[src/hw/rtl/joyc_pkg.sv]
`timescale 1ns / 1ps
`default_nettype none
// ----------------------------------------------------------------------------
// joyc_pkg: shared types and constants of the joystick state conditioner
// Sizes of the per-index state, the state entry layout, command and register
// codes, and the configuration register bundle.
// ----------------------------------------------------------------------------
package joyc_pkg;

  // Per-class index counts
  localparam int NUM_AXES    = 8;
  localparam int NUM_BUTTONS = 32;
  localparam int NUM_HATS    = 4;
  localparam int NUM_BALLS   = 4;

  // One state memory covers the largest index space
  localparam int MAX_AB    = (NUM_AXES > NUM_BUTTONS) ? NUM_AXES : NUM_BUTTONS;
  localparam int MAX_HB    = (NUM_HATS > NUM_BALLS) ? NUM_HATS : NUM_BALLS;
  localparam int MEM_DEPTH = (MAX_AB > MAX_HB) ? MAX_AB : MAX_HB;
  localparam int ADDR_W    = (MEM_DEPTH > 1) ? $clog2(MEM_DEPTH) : 1;

  // Command codes
  localparam logic [2:0] CMD_AXIS     = 3'd0;
  localparam logic [2:0] CMD_BTN_DOWN = 3'd1;
  localparam logic [2:0] CMD_BTN_UP   = 3'd2;
  localparam logic [2:0] CMD_HAT      = 3'd3;
  localparam logic [2:0] CMD_BALL     = 3'd4;
  localparam logic [2:0] CMD_CLEAR    = 3'd5;
  localparam logic [2:0] CMD_QUERY    = 3'd6;

  // Configuration register indexes
  localparam int CFG_W     = 21;
  localparam int CFG_IDX_W = 3;
  localparam logic [CFG_IDX_W-1:0] REG_DEAD_ZONE  = 3'd0;
  localparam logic [CFG_IDX_W-1:0] REG_DEAD_EDGE  = 3'd1;
  localparam logic [CFG_IDX_W-1:0] REG_RANGE_GAIN = 3'd2;
  localparam logic [CFG_IDX_W-1:0] REG_OUT_LOW    = 3'd3;
  localparam logic [CFG_IDX_W-1:0] REG_OUT_HIGH   = 3'd4;

  // Q2.16 full scale
  localparam logic [16:0] Q_ONE = 17'd65536;

  typedef struct packed {
    logic [16:0]        dead_zone;
    logic [16:0]        dead_edge;
    logic [20:0]        range_gain;
    logic signed [15:0] out_low;
    logic signed [15:0] out_high;
  } joyc_cfg_t;

  // One state memory word: everything kept for one index
  typedef struct packed {
    logic               seen;
    logic signed [15:0] raw;
    logic               button;
    logic [3:0]         hat;
    logic [31:0]        ball_x;
    logic [31:0]        ball_y;
  } joyc_entry_t;

endpackage : joyc_pkg
`default_nettype wire

[src/hw/rtl/joyc_in_if.sv]
`timescale 1ns / 1ps
`default_nettype none
// ----------------------------------------------------------------------------
// joyc_in_if: event channel
// Valid/ready channel carrying one joystick event per beat.
// ----------------------------------------------------------------------------
interface joyc_in_if;
  logic               valid;
  logic               ready;
  logic [2:0]         command;
  logic [7:0]         index;
  logic signed [15:0] axis_sample;
  logic [3:0]         hat_code;
  logic signed [15:0] ball_dx;
  logic signed [15:0] ball_dy;

  modport source (output valid, command, index, axis_sample, hat_code, ball_dx, ball_dy,
                  input ready);
  modport sink   (input valid, command, index, axis_sample, hat_code, ball_dx, ball_dy,
                  output ready);
endinterface : joyc_in_if
`default_nettype wire

[src/hw/rtl/joyc_out_if.sv]
`timescale 1ns / 1ps
`default_nettype none
// ----------------------------------------------------------------------------
// joyc_out_if: state report channel
// Valid/ready channel carrying the reported state of one index per beat.
// ----------------------------------------------------------------------------
interface joyc_out_if;
  logic               valid;
  logic               ready;
  logic               axis_known;
  logic signed [17:0] axis_level;
  logic signed [15:0] axis_mapped;
  logic               button_down;
  logic [3:0]         hat_state;
  logic signed [31:0] ball_x_total;
  logic signed [31:0] ball_y_total;

  modport source (output valid, axis_known, axis_level, axis_mapped, button_down,
                  hat_state, ball_x_total, ball_y_total, input ready);
  modport sink   (input valid, axis_known, axis_level, axis_mapped, button_down,
                  hat_state, ball_x_total, ball_y_total, output ready);
endinterface : joyc_out_if
`default_nettype wire

[src/hw/rtl/joystick_state_deadzone_conditioner_unit.sv]
`timescale 1ns / 1ps
`default_nettype none
// ----------------------------------------------------------------------------
// joystick_state_deadzone_conditioner_unit: joystick state keeper
// Applies axis, button, hat, ball, clear and query events to per-index state
// and reports the full state of the addressed index with the axis conditioned.
// ----------------------------------------------------------------------------
// Each accepted event yields exactly one report beat. Events are handled one
// at a time: read of the state memory, modify and write back, then the
// five-stage axis pipeline with its two multipliers. The next event can be
// taken the cycle after the report enters the output register, which may
// still hold it while the next event is at work. State lives in one
// MEM_DEPTH-entry memory with a valid flag per entry; reset and the clear
// command drop all flags at once, so there is no clearing pass.
// The user must write configuration through cfg_we/cfg_idx/cfg_data only
// while idle; the block itself does not enforce it.
module joystick_state_deadzone_conditioner_unit
  import joyc_pkg::*;
(
  input  wire logic                 clk,
  input  wire logic                 rst_n,
  joyc_in_if.sink                   in_ch,
  joyc_out_if.source                out_ch,
  input  wire logic                 cfg_we,
  input  wire logic [CFG_IDX_W-1:0] cfg_idx,
  input  wire logic [CFG_W-1:0]     cfg_data
);

  localparam logic [1:0] ST_IDLE = 2'd0;
  localparam logic [1:0] ST_RMW  = 2'd1;
  localparam logic [1:0] ST_WAIT = 2'd2;
  localparam logic [1:0] ST_OUT  = 2'd3;

  logic [1:0]         state_r, state_nxt;
  joyc_cfg_t          cfg_r, cfg_nxt;

  joyc_entry_t        mem [MEM_DEPTH];
  joyc_entry_t        rd_data_r;
  logic [MEM_DEPTH-1:0] ent_vld_r, ent_vld_nxt;

  // Event beat held while it is worked on
  logic [2:0]         cmd_r;
  logic [7:0]         idx_r;
  logic signed [15:0] sample_r;
  logic [3:0]         hat_r;
  logic signed [15:0] dx_r, dy_r;

  // Updated entry and range flags
  joyc_entry_t        item_r;
  logic               ax_ok_r, bt_ok_r, ht_ok_r, bl_ok_r;
  logic               ax_start_r;

  // Output register
  logic               out_vld_r, out_vld_nxt;
  logic               o_known_r;
  logic signed [17:0] o_level_r;
  logic signed [15:0] o_mapped_r;
  logic               o_btn_r;
  logic [3:0]         o_hat_r;
  logic [31:0]        o_bx_r, o_by_r;

  logic               in_acc, out_free, out_load;
  logic [ADDR_W-1:0]  addr_r;
  logic               ax_ok, bt_ok, ht_ok, bl_ok, mem_ok;
  joyc_entry_t        cur_s, new_s;
  logic               wr_en;

  logic               ax_done;
  logic signed [17:0] ax_level;
  logic signed [15:0] ax_mapped;

  assign in_ch.ready = rst_n && (state_r == ST_IDLE);
  assign in_acc      = in_ch.valid && in_ch.ready;
  assign out_free    = !out_vld_r || out_ch.ready;
  assign out_load    = (state_r == ST_OUT) && out_free;
  assign addr_r      = idx_r[ADDR_W-1:0];

  // Configuration registers
  always_comb begin
    cfg_nxt = cfg_r;
    if (cfg_we) begin
      case (cfg_idx)
        REG_DEAD_ZONE:  cfg_nxt.dead_zone  = cfg_data[16:0];
        REG_DEAD_EDGE:  cfg_nxt.dead_edge  = cfg_data[16:0];
        REG_RANGE_GAIN: cfg_nxt.range_gain = cfg_data[20:0];
        REG_OUT_LOW:    cfg_nxt.out_low    = $signed(cfg_data[15:0]);
        REG_OUT_HIGH:   cfg_nxt.out_high   = $signed(cfg_data[15:0]);
        default:        cfg_nxt = cfg_r;
      endcase
    end
  end

  // Sequencer
  always_comb begin
    state_nxt = state_r;
    unique case (state_r)
      ST_IDLE: if (in_acc) state_nxt = ST_RMW;
      ST_RMW:  state_nxt = ST_WAIT;
      ST_WAIT: if (ax_done) state_nxt = ST_OUT;
      ST_OUT:  if (out_free) state_nxt = ST_IDLE;
      default: state_nxt = ST_IDLE;
    endcase
  end

  // Range checks on the held index
  always_comb begin
    ax_ok  = {1'b0, idx_r} < 9'(NUM_AXES);
    bt_ok  = {1'b0, idx_r} < 9'(NUM_BUTTONS);
    ht_ok  = {1'b0, idx_r} < 9'(NUM_HATS);
    bl_ok  = {1'b0, idx_r} < 9'(NUM_BALLS);
    mem_ok = {1'b0, idx_r} < 9'(MEM_DEPTH);
  end

  // Modify the entry read back from the state memory
  always_comb begin
    cur_s       = (mem_ok && ent_vld_r[addr_r]) ? rd_data_r : '0;
    new_s       = cur_s;
    ent_vld_nxt = ent_vld_r;
    wr_en       = 1'b0;
    if (state_r == ST_RMW) begin
      unique case (cmd_r)
        CMD_AXIS: if (ax_ok) begin
          new_s.raw  = sample_r;
          new_s.seen = 1'b1;
        end
        CMD_BTN_DOWN: if (bt_ok) new_s.button = 1'b1;
        CMD_BTN_UP:   if (bt_ok) new_s.button = 1'b0;
        CMD_HAT:      if (ht_ok) new_s.hat = hat_r;
        CMD_BALL: if (bl_ok) begin
          new_s.ball_x = cur_s.ball_x + 32'(dx_r);
          new_s.ball_y = cur_s.ball_y + 32'(dy_r);
        end
        CMD_CLEAR: new_s = '0;
        default:   new_s = cur_s;
      endcase
      if (cmd_r == CMD_CLEAR) begin
        ent_vld_nxt = '0;
      end else if (mem_ok) begin
        wr_en               = 1'b1;
        ent_vld_nxt[addr_r] = 1'b1;
      end
    end
  end

  // Output register handshake
  always_comb begin
    out_vld_nxt = out_vld_r;
    if (out_load)          out_vld_nxt = 1'b1;
    else if (out_ch.ready) out_vld_nxt = 1'b0;
  end

  // Control state
  always_ff @(posedge clk) begin
    if (!rst_n) begin
      state_r    <= ST_IDLE;
      ent_vld_r  <= '0;
      out_vld_r  <= 1'b0;
      ax_start_r <= 1'b0;
      cfg_r      <= '{dead_zone: 17'd0, dead_edge: 17'd0, range_gain: 21'd65536,
                      out_low: -16'sd32768, out_high: 16'sd32767};
    end else begin
      state_r    <= state_nxt;
      ent_vld_r  <= ent_vld_nxt;
      out_vld_r  <= out_vld_nxt;
      ax_start_r <= (state_r == ST_RMW);
      cfg_r      <= cfg_nxt;
    end
  end

  // State memory: read at accept, write back in the cycle after
  always_ff @(posedge clk) begin
    if (in_acc) begin
      rd_data_r <= mem[in_ch.index[ADDR_W-1:0]];
    end
    if (wr_en) begin
      mem[addr_r] <= new_s;
    end
  end

  // Hold the event beat and the updated entry
  always_ff @(posedge clk) begin
    if (in_acc) begin
      cmd_r    <= in_ch.command;
      idx_r    <= in_ch.index;
      sample_r <= in_ch.axis_sample;
      hat_r    <= in_ch.hat_code;
      dx_r     <= in_ch.ball_dx;
      dy_r     <= in_ch.ball_dy;
    end
    if (state_r == ST_RMW) begin
      item_r  <= new_s;
      ax_ok_r <= ax_ok;
      bt_ok_r <= bt_ok;
      ht_ok_r <= ht_ok;
      bl_ok_r <= bl_ok;
    end
  end

  joyc_axis u_axis (
    .clk    (clk),
    .rst_n  (rst_n),
    .start  (ax_start_r),
    .raw    (item_r.raw),
    .cfg    (cfg_r),
    .done   (ax_done),
    .level  (ax_level),
    .mapped (ax_mapped)
  );

  // Load the report beat
  always_ff @(posedge clk) begin
    if (out_load) begin
      o_known_r  <= ax_ok_r && item_r.seen;
      o_level_r  <= (ax_ok_r && item_r.seen) ? ax_level : 18'sd0;
      o_mapped_r <= (ax_ok_r && item_r.seen) ? ax_mapped : 16'sd0;
      o_btn_r    <= bt_ok_r && item_r.button;
      o_hat_r    <= ht_ok_r ? item_r.hat : 4'd0;
      o_bx_r     <= bl_ok_r ? item_r.ball_x : 32'd0;
      o_by_r     <= bl_ok_r ? item_r.ball_y : 32'd0;
    end
  end

  assign out_ch.valid        = out_vld_r;
  assign out_ch.axis_known   = o_known_r;
  assign out_ch.axis_level   = o_level_r;
  assign out_ch.axis_mapped  = o_mapped_r;
  assign out_ch.button_down  = o_btn_r;
  assign out_ch.hat_state    = o_hat_r;
  assign out_ch.ball_x_total = $signed(o_bx_r);
  assign out_ch.ball_y_total = $signed(o_by_r);

`ifndef SYNTH
  // An accepted beat goes straight to the read-modify-write step
  a_acc_rmw: assert property (@(posedge clk) disable iff (!rst_n)
    in_acc |=> (state_r == ST_RMW))
    else $error("event accept not followed by state update");

  // The axis pipeline only finishes while its result is awaited
  a_done_wait: assert property (@(posedge clk) disable iff (!rst_n)
    ax_done |-> (state_r == ST_WAIT))
    else $error("axis result outside wait state");

  // A clear command drops every entry
  a_clear: assert property (@(posedge clk) disable iff (!rst_n)
    (state_r == ST_RMW && cmd_r == CMD_CLEAR) |=> (ent_vld_r == '0))
    else $error("clear left entries valid");

  // A report loaded into a free output register is presented
  a_load: assert property (@(posedge clk) disable iff (!rst_n)
    out_load |=> out_vld_r)
    else $error("loaded report not presented");
`endif

endmodule : joystick_state_deadzone_conditioner_unit
`default_nettype wire

[src/hw/rtl/joyc_axis.sv]
`timescale 1ns / 1ps
`default_nettype none
// ----------------------------------------------------------------------------
// joyc_axis: axis conditioning pipeline
// Five-stage pipeline: normalize and classify, gain multiply, round and
// saturate, range multiply, offset. Results hold until the next start reaches the last stage.
// ----------------------------------------------------------------------------
module joyc_axis
  import joyc_pkg::*;
(
  input  wire logic               clk,
  input  wire logic               rst_n,
  input  wire logic               start,
  input  wire logic signed [15:0] raw,
  input  wire joyc_cfg_t          cfg,
  output logic                    done,
  output logic signed [17:0]      level,
  output logic signed [15:0]      mapped
);

  localparam logic [1:0] CLS_ZERO  = 2'd0;
  localparam logic [1:0] CLS_POS   = 2'd1;
  localparam logic [1:0] CLS_NEG   = 2'd2;
  localparam logic [1:0] CLS_SCALE = 2'd3;

  logic [4:0]         vld_r;
  logic [1:0]         cls1_r, cls2_r;
  logic               neg1_r, neg2_r;
  logic [16:0]        mdz1_r;
  logic [37:0]        prod2_r;
  logic signed [17:0] lvl3_r, lvl4_r, lvl5_r;
  logic signed [35:0] mprod4_r;
  logic signed [15:0] map5_r;

  // Stage 1 terms
  logic signed [17:0] n_s;
  logic [16:0]        mag_s;
  logic signed [19:0] hi_s, lo_s;
  logic [1:0]         cls_s;

  // Stage 3 terms
  logic [38:0]        rnd_s;
  logic [22:0]        p_s;
  logic [16:0]        sat_s;
  logic signed [17:0] lvl_s;

  // Stage 4 and 5 terms
  logic signed [16:0] d_s;
  logic [17:0]        t_s;
  logic signed [35:0] pm_s;
  logic signed [18:0] q_s;

  // Normalize to Q2.16 and classify against the deadzone and edge margin
  always_comb begin
    n_s   = $signed({raw[15], raw, 1'b0}) + $signed({17'd0, !raw[15] && raw[14]});
    mag_s = n_s[17] ? 17'(-n_s) : 17'(n_s);
    hi_s  = 20'(n_s) + 20'($signed({3'b000, cfg.dead_edge}));
    lo_s  = 20'(n_s) - 20'($signed({3'b000, cfg.dead_edge}));
    priority if (mag_s < cfg.dead_zone) cls_s = CLS_ZERO;
    else if (hi_s > 20'sd65536)         cls_s = CLS_POS;
    else if (lo_s < -20'sd65536)        cls_s = CLS_NEG;
    else                                cls_s = CLS_SCALE;
  end

  // Round half up, saturate to full scale, restore sign
  always_comb begin
    rnd_s = {1'b0, prod2_r} + 39'd32768;
    p_s   = rnd_s[38:16];
    sat_s = (p_s > 23'(Q_ONE)) ? Q_ONE : p_s[16:0];
    unique case (cls2_r)
      CLS_ZERO:  lvl_s = 18'sd0;
      CLS_POS:   lvl_s = 18'sd65536;
      CLS_NEG:   lvl_s = -18'sd65536;
      CLS_SCALE: lvl_s = neg2_r ? -$signed({1'b0, sat_s}) : $signed({1'b0, sat_s});
      default:   lvl_s = 18'sd0;
    endcase
  end

  // Map terms: span times offset level, then divide by 2^17 rounding half up
  always_comb begin
    d_s  = 17'(cfg.out_high) - 17'(cfg.out_low);
    t_s  = 18'(lvl3_r + 18'sd65536);
    pm_s = mprod4_r + 36'sd65536;
    q_s  = 19'(pm_s >>> 17);
  end

  // Advance the stage valids
  always_ff @(posedge clk) begin
    if (!rst_n) begin
      vld_r <= '0;
    end else begin
      vld_r <= {vld_r[3:0], start};
    end
  end

  // Pipeline data
  always_ff @(posedge clk) begin
    if (start) begin
      cls1_r <= cls_s;
      neg1_r <= n_s[17];
      mdz1_r <= mag_s - cfg.dead_zone;
    end
    if (vld_r[0]) begin
      prod2_r <= 38'(mdz1_r) * 38'(cfg.range_gain);
      cls2_r  <= cls1_r;
      neg2_r  <= neg1_r;
    end
    if (vld_r[1]) begin
      lvl3_r <= lvl_s;
    end
    if (vld_r[2]) begin
      mprod4_r <= 36'(d_s) * 36'($signed({1'b0, t_s}));
      lvl4_r   <= lvl3_r;
    end
    if (vld_r[3]) begin
      map5_r <= cfg.out_low + q_s[15:0];
      lvl5_r <= lvl4_r;
    end
  end

  assign done   = vld_r[4];
  assign level  = lvl5_r;
  assign mapped = map5_r;

endmodule : joyc_axis
`default_nettype wire
[src/flat_wrapper.sv]
// flat-port wrapper written by rule: the top's interface ports become plain ports
module joystick_state_deadzone_conditioner_unit_flat import joyc_pkg::*;
  (clk, rst_n, cfg_we, cfg_idx, cfg_data, in_ch_valid, in_ch_command, in_ch_index, in_ch_axis_sample, in_ch_hat_code, in_ch_ball_dx, in_ch_ball_dy, in_ch_ready, out_ch_valid, out_ch_axis_known, out_ch_axis_level, out_ch_axis_mapped, out_ch_button_down, out_ch_hat_state, out_ch_ball_x_total, out_ch_ball_y_total, out_ch_ready);
  joyc_in_if in_ch_i ();
  joyc_out_if out_ch_i ();
  input  wire logic clk;
  input  wire logic rst_n;
  input  wire logic cfg_we;
  input  wire logic [CFG_IDX_W-1:0] cfg_idx;
  input  wire logic [CFG_W-1:0] cfg_data;
  input wire logic [$bits(in_ch_i.valid)-1:0] in_ch_valid;
  input wire logic [$bits(in_ch_i.command)-1:0] in_ch_command;
  input wire logic [$bits(in_ch_i.index)-1:0] in_ch_index;
  input wire logic [$bits(in_ch_i.axis_sample)-1:0] in_ch_axis_sample;
  input wire logic [$bits(in_ch_i.hat_code)-1:0] in_ch_hat_code;
  input wire logic [$bits(in_ch_i.ball_dx)-1:0] in_ch_ball_dx;
  input wire logic [$bits(in_ch_i.ball_dy)-1:0] in_ch_ball_dy;
  output wire logic [$bits(in_ch_i.ready)-1:0] in_ch_ready;
  output wire logic [$bits(out_ch_i.valid)-1:0] out_ch_valid;
  output wire logic [$bits(out_ch_i.axis_known)-1:0] out_ch_axis_known;
  output wire logic [$bits(out_ch_i.axis_level)-1:0] out_ch_axis_level;
  output wire logic [$bits(out_ch_i.axis_mapped)-1:0] out_ch_axis_mapped;
  output wire logic [$bits(out_ch_i.button_down)-1:0] out_ch_button_down;
  output wire logic [$bits(out_ch_i.hat_state)-1:0] out_ch_hat_state;
  output wire logic [$bits(out_ch_i.ball_x_total)-1:0] out_ch_ball_x_total;
  output wire logic [$bits(out_ch_i.ball_y_total)-1:0] out_ch_ball_y_total;
  input wire logic [$bits(out_ch_i.ready)-1:0] out_ch_ready;
  assign in_ch_i.valid = in_ch_valid;
  assign in_ch_i.command = in_ch_command;
  assign in_ch_i.index = in_ch_index;
  assign in_ch_i.axis_sample = in_ch_axis_sample;
  assign in_ch_i.hat_code = in_ch_hat_code;
  assign in_ch_i.ball_dx = in_ch_ball_dx;
  assign in_ch_i.ball_dy = in_ch_ball_dy;
  assign in_ch_ready = in_ch_i.ready;
  assign out_ch_valid = out_ch_i.valid;
  assign out_ch_axis_known = out_ch_i.axis_known;
  assign out_ch_axis_level = out_ch_i.axis_level;
  assign out_ch_axis_mapped = out_ch_i.axis_mapped;
  assign out_ch_button_down = out_ch_i.button_down;
  assign out_ch_hat_state = out_ch_i.hat_state;
  assign out_ch_ball_x_total = out_ch_i.ball_x_total;
  assign out_ch_ball_y_total = out_ch_i.ball_y_total;
  assign out_ch_i.ready = out_ch_ready;
  joystick_state_deadzone_conditioner_unit u_core (.clk(clk), .rst_n(rst_n), .in_ch(in_ch_i), .out_ch(out_ch_i), .cfg_we(cfg_we), .cfg_idx(cfg_idx), .cfg_data(cfg_data));
endmodule
[config.mk]
export PLATFORM = sky130hd
export DESIGN_NAME = joystick_state_deadzone_conditioner_unit_flat
export DESIGN_NICKNAME = d
export VERILOG_FILES = /design/src/hw/rtl/joyc_pkg.sv /design/src/hw/rtl/joyc_in_if.sv /design/src/hw/rtl/joyc_out_if.sv /design/src/hw/rtl/joystick_state_deadzone_conditioner_unit.sv /design/src/hw/rtl/joyc_axis.sv /design/src/flat_wrapper.sv
export SDC_FILE = /design/constraint.sdc
export NUM_CORES = 2
export LEC_CHECK = 0
export ABC_CLOCK_PERIOD_IN_PS = 20600
export BUFFER_PORTS_ARGS = -buffer_cell sky130_fd_sc_hd__buf_2
export CAP_MARGIN = 20
export CORE_UTILIZATION = 50
export CTS_BUF_LIST = sky130_fd_sc_hd__clkbuf_16
export DETAILED_ROUTE_END_ITERATION = 16
export PLACE_DENSITY = 0.74
export SETUP_SLACK_MARGIN = 0.15
export SLEW_MARGIN = 20
export SYNTH_ARGS = -nofsm -noshare
export SYNTH_HDL_FRONTEND = slang
export SYNTH_SLANG_ARGS = --single-unit
[constraint.sdc]
create_clock -name clk -period 20.6 [get_ports clk]
set_input_delay 3.09 -clock clk [delete_from_list [all_inputs] [get_ports clk]]
set_output_delay 3.09 -clock clk [all_outputs]
set_load 0.1 [all_outputs]
# After elaboration in Yosys (flattened, before gate mapping)
# Memories as Yosys holds them, arrays and structs flattened. A register that Yosys moved wholly into a read port is not among the register bits.
# Cells that the tools add are included.
[totals] reg_bits=548 ram_bits=2752 inputBits=92 out_inout_bits=106 word_cells=147 n_memories=1
[memory_table] name="u_core.mem" words=32 width=86 read_ports=1 rd_clocked_by_memory_dff=1 write_ports=1 line_no="joystick_state_deadzone_conditioner_unit.sv:37" rtl="joyc_entry_t mem [MEM_DEPTH];"
[classes] n_addsub=13 multipliers=2 order_cmp=9 n_eq_ne=18 n_mux=34 bitwise=1 reduce_logical=25
[op_table] operator="86-bit two-way mux" count=2
[op_table] operator="64-bit case mux with 2 select lines" count=1
[op_table] operator="18-bit case mux with 4 select lines" count=1
[op_table] operator="32-bit adder" count=2
[op_table] operator="32-bit two-way mux" count=2
[op_table] operator="64-bit two-way mux" count=1
[op_table] operator="17-bit two-way mux" count=3
[op_table] operator="38-bit by 16-bit adder with 39-bit output, second input constant" count=1
[op_table] operator="17-bit by 21-bit multiplier with 38-bit output" count=1
[op_table] operator="17-bit case mux with 2 select lines" count=1
[op_table] operator="33-bit by 18-bit adder with 33-bit output, second input constant" count=1
[op_table] operator="17-bit by 19-bit multiplier with 33-bit output" count=1
[op_table] operator="32-bit OR" count=1
[op_table] operator="23-bit by 17-bit > comparator with 1-bit output, second input constant" count=1
[op_table] operator="18-bit by 18-bit adder with 19-bit output" count=1
[op_table] operator="19-bit by 18-bit > comparator with 1-bit output, second input constant" count=1
[op_table] operator="19-bit by 17-bit < comparator with 1-bit output, second input constant" count=1
[op_table] operator="18-bit by 18-bit subtractor with 19-bit output" count=1
[op_table] operator="17-bit by 2-bit adder with 18-bit output" count=1
[op_table] operator="18-bit adder, second input constant" count=1
[op_table] operator="18-bit two-way mux" count=1
[op_table] operator="17-bit negator with 18-bit output" count=1
[op_table] operator="17-bit < comparator" count=1
[op_table] operator="17-bit negator" count=1
[op_table] operator="32 further kinds" count=73

# Logic depth before layout (Yosys ltp)
[depth] depth_word=8 mapped_depth=36 ltp_nobuf=35

# Hierarchy
# Synthesis repeated with hierarchy kept, for this count alone.
[hier_totals] cells_unflattened=9335 area_unflattened_um2=156332.4
[by_module_without_submodules] module="joystick_state_deadzone_conditioner_unit" n_inst=1 cells_each=6104 area_each_um2=126717.8
[by_module_without_submodules] module="joyc_axis" n_inst=1 cells_each=3231 area_each_um2=29614.7

# Worst setup path after synthesis
# No wires, ideal clock.
[synth_path] kind="input -> register" from="input port out_ch_ready" to="register u_core.o_known_r, in the netlist u_core.out_ch.axis_known, enable pin" setup_time_ps=580 t_arrival_ps=7768 setup_slack_ps=12252 path_stages=2 path_buffers=0 cell_sequence="nor2b_1 > nor2b_1"
[synth_via] elab_chain_len=2
[synth_lines] item="start, declared" line_no="flat_wrapper.sv:27" rtl="input wire logic [$bits(out_ch_i.ready)-1:0] out_ch_ready;"
[synth_lines] item="1-bit logical OR" line_no="joystick_state_deadzone_conditioner_unit.sv:74" rtl="assign out_free = !out_vld_r || out_ch.ready;"
[synth_lines] item="1-bit logical AND" line_no="joystick_state_deadzone_conditioner_unit.sv:75" rtl="assign out_load = (state_r == ST_OUT) && out_free;"
[synth_lines] item="net u_core.out_load" line_no="joystick_state_deadzone_conditioner_unit.sv:62" rtl="logic in_acc, out_free, out_load;"
[synth_lines] item="end signal, assigned" line_no="joystick_state_deadzone_conditioner_unit.sv:213" rtl="o_known_r <= ax_ok_r && item_r.seen;"
[synth_lines] item="end, declared" line_no="joystick_state_deadzone_conditioner_unit.sv:55" rtl="logic o_known_r;"
# The timed path passes the listed nets, and every way through them passes these cells.
# A chain may end at the register's enable or synchronous reset.

# Worst setup path after layout
[layout_path] from="register u_core.cfg_r[18] (netlist name)" to="register u_core.u_axis.mprod4_r[32] (data pin)"
[layout_via] elab_chain_len=2
[layout_lines] item="start, declared" line_no="joystick_state_deadzone_conditioner_unit.sv:35" rtl="joyc_cfg_t cfg_r, cfg_nxt;"
[layout_lines] item="start signal, assigned" line_no="joystick_state_deadzone_conditioner_unit.sv:159" rtl="cfg_r <= '{dead_zone: 17'd0, dead_edge: 17'd0, range_gain: 21'd65536,"
[layout_lines] item="start signal, assigned" line_no="joystick_state_deadzone_conditioner_unit.sv:166" rtl="cfg_r <= cfg_nxt;"
[layout_lines] item="16-bit by 16-bit subtractor with 17-bit output" line_no="joyc_axis.sv:81" rtl="d_s = 17'(cfg.out_high) - 17'(cfg.out_low);"
[layout_lines] item="17-bit by 19-bit multiplier with 33-bit output" line_no="joyc_axis.sv:112" rtl="mprod4_r <= 36'(d_s) * 36'($signed({1'b0, t_s}));"
[layout_lines] item="end signal, assigned" line_no="joyc_axis.sv:112"
[layout_lines] item="end, declared" line_no="joyc_axis.sv:32" rtl="logic signed [35:0] mprod4_r;"
# No other way between the ends.

==> results.toml <==
[grt]
grt_util_all_layers_pct = 25.8
grt_pass1_vias = 85400
grt_overflow_total = 0
grt_pass1_wl_um = 577000
antenna_found_initial = 8
grt_max_degree = 151

[critical_path]
worst_r2r_path_depth = 33
critPathTopFamily = "adder cells"
crit_required_ps = 21170
end_kind = "flip-flop"
cpMostUsedCell = "fa_1"
cp-start-kind = "flip-flop"
timing.rr.start = "u_core.cfg_r[18]"
crit_slowest_cell = "o41ai_1"
ff2ff_setup_slack_ps = 11470
critPathMaxStageDelay_ps = 710
worstPathArrival_ps = 9700
r2r-end = "u_core.u_axis.mprod4_r[32]"
critical_path_class = "reg -> reg"
path_buf_inv = 5
path_max_fanout = 20

[clock_tree]
htree_levels = 5
cts_buffer_depth = 4
cts_root_buf = "clkbuf_16"
clkTransAtPathRegs_ps = 60
numCtsBuffers = 328
cts_sinks = 3355
insertion_delay_ps = 910
hold_buffers = 0
cts_tree = "yes"
ctsResizeCount = 0
post_cts_buffers = 0

[timing]
rsz0062_at_grt = "false"
period_share_pct = 44.3
min_period_ps = 9130
hold_viol = 0
tns_ps = 0
clock.fmax_ghz = 0.110
fin_worst_skew_ps = 114
worstMarginPinSlew_ps = 1200
setup_viol = 0
slew_headroom_pct = 19.9
maxSlewViolCount = 0

[yosys]
netlist_instances = 8751
synth_area_per_cell_um2 = 17.5
synthArstFlopShare_pct = 0
syn_area_mm2 = 0.153
ys.warnings.count = 0
synth_area_leaders = "edfxtp_1, mux4_2, fa_1, ha_1, inv_1"
synth_area_leader_cell = "edfxtp_1"
yosys.cell_types.count = 85
syn_nets = 9741
ys_ff_latch = 3355
synth_top_area_share_pct = 63.3
ys_seq_area_share_pct = 65.0
synth-edff-count = 3227
ys.flop_type = "edfxtp_1"

[placement]
dp_cells = 12800
hpwl_um = 221000
portBuffers = 197
gp_congestion = 0.882

[power_and_ir_drop]
vdd_drop_max_mv = 0.405
powerDensity_mw_per_mm2 = 110
cellLeakagePower_nw = 52.3

[route]
via_count = 83700
antenna_left = 0
drt_iter0_markers = 11000
firstDrtPassIters = 6
vias_per_cell = 6.24
drc_errors = 0
routed_wirelength_um = 399000
wl_per_cell_um = 29.8

[floorplan]
io_pins = 198
die_w_um = 555
die_area_mm2 = 0.308
initial_core_util_pct = 50.4
rows = 202
die_y_um = 555
core_area_mm2 = 0.304

[layout]
fin_util_pct = 56.1
nets = 10100
nFillCells = 22500
instances_no_fill = 13400
multi_input_area_mm2 = 0.0500
synthToLayoutAreaGrowth_pct = 11.2
drive_gt1_share_pct = 20.3
final-seq-area_mm2 = 0.0995

[min_path]
min_path_cells = 0
hold_path_end = "u_core.u_axis.level[4]"
hold_path.class = "reg -> reg"
min_from = "u_core.u_axis.lvl4_r[4]"

[status]
status = "completed"

[flow_run]
maxCapViolCount = 0
[metrics by stage]
stage	total power, W	hold slack [ps]	setup slack [ps]	cell area (um^2)
after floorplan	0.0117	400	12250	153000
after global placement	0.0129	401	11560	160000
after detailed placement	0.0130	405	11550	160000
after CTS	0.0189	415	11490	170000
after global routing	0.0197	419	10920	170000
final	0.0188	413	11470	170000
[where the power goes]
part           leakage [nW]  switching (W)  internal [W]
logic                  22.0        0.00291       0.00203
registers              24.9       0.000206       0.00781
clock network          5.32        0.00255       0.00332
[sequential cells by signal, summed over array words and instances (netlist names), 5 cells and up]
signal / cells
u_core.cfg_r: 87
u_core.dx_r: 16
u_core.dy_r: 16
u_core.ent_vld_r: 32
u_core.idx_r: 8
u_core.item_r: 86
u_core.mem: 2752
u_core.out_ch.axis_level: 18
u_core.out_ch.axis_mapped: 16
u_core.out_ch.ball_x_total: 32
u_core.out_ch.ball_y_total: 32
u_core.rd_data_r: 86
u_core.sample_r: 16
u_core.u_axis.level: 18
u_core.u_axis.lvl3_r: 18
u_core.u_axis.lvl4_r: 18
u_core.u_axis.mapped: 16
u_core.u_axis.mdz1_r: 17
u_core.u_axis.mprod4_r: 17
u_core.u_axis.prod2_r: 23
u_core.u_axis.vld_r: 5
[area by class of cell]
| cell class | count | share of cell area [%] |
|---|---|---|
| multi-input combinational | 4267 | 29.3 |
| clock buffer | 335 | 4.92 |
| sequential | 3355 | 58.4 |
| antenna | 3 | 0.00441 |
| timing repair buffer | 380 | 1.54 |
| tap | 4080 | 3.00 |
| inverter | 733 | 1.62 |
| clock inverter | 251 | 1.18 |
[cell usage after synthesis, types with 59 or more instances]
| master | instances |
|---|---|
| mux2_2 | 89 |
| a21oi_1 | 186 |
| a22o_1 | 66 |
| nand2_1 | 693 |
| ha_1 | 372 |
| nand3_1 | 69 |
| xnor2_1 | 123 |
| and2_1 | 325 |
| inv_1 | 731 |
| clkbuf_1 | 344 |
| o21ai_0 | 93 |
| o21a_1 | 59 |
| fa_1 | 526 |
| dfxtp_1 | 128 |
| nor2_1 | 176 |
| xor2_1 | 65 |
| edfxtp_1 | 3227 |
| nor2b_1 | 87 |
| mux4_2 | 868 |
[how the worst max path moves through the flow]
stage,cells past startpoint,slack (ps),endpoint,from
2_1_floorplan,2,12250,u_core.out_ch.axis_known,out_ch_ready
3_3_place_gp,33,11560,u_core.u_axis.mprod4_r[32],u_core.cfg_r[17]
3_5_place_dp,33,11550,u_core.u_axis.mprod4_r[32],u_core.cfg_r[17]
4_1_cts,33,11490,u_core.u_axis.mprod4_r[32],u_core.cfg_r[17]
5_1_grt,33,10920,u_core.u_axis.mprod4_r[32],u_core.cfg_r[18]
6_report,33,11470,u_core.u_axis.mprod4_r[32],u_core.cfg_r[18]
[kinds of logic (layout without fill, tap and decap cells)]
kind of cell / after synthesis / in the layout / synth area share, %
XOR/XNOR: 188 / 188 / 1.08
adder cells (fa/ha/maj): 898 / 898 / 9.92
multiplexers: 964 / 964 / 13.5
flip-flops: 3355 / 3355 / 65.0
AND/OR/NAND/NOR: 1589 / 1589 / 5.04
other: 0 / 3 / 0
AO/OA/AOI/OAI: 628 / 628 / 2.76
buffers and inverters: 1129 / 1699 / 2.78
[cell usage in the layout, fill, tap and decap left out, drive strengths merged, types with 66 or more instances in the layout]
| cell | instances |
|---|---|
| mux4 | 868 |
| o21ai | 95 |
| xnor2 | 123 |
| buf | 379 |
| clkinv | 139 |
| clkbuf | 336 |
| and2 | 325 |
| nand3 | 69 |
| nor2 | 176 |
| ha | 372 |
| dfxtp | 128 |
| inv | 808 |
| edfxtp | 3227 |
| nand2 | 693 |
| fa | 526 |
| mux2 | 89 |
| nor2b | 87 |
| a22o | 66 |
| a21oi | 187 |
[per-layer routing]
layer	vias up	GRT usage (%)	wire length, um
met5	-	0	13
met2	5240	42.2	193000
met4	2	10.0	16600
li1	33700	-	-
met1	43800	35.0	148000
met3	921	4.23	40900
[worst reg2reg max path: cells and delay by family, from the launching register on]
kind / cells / cell delay, ps
fa+ha+maj: 8 / 3550
compound gates: 13 / 3230
flops: 1 / 350
simple gates: 6 / 1200
xor+xnor: 1 / 90
buf+inv: 5 / 430
Note: power is estimated with default switching activity, not from simulation.
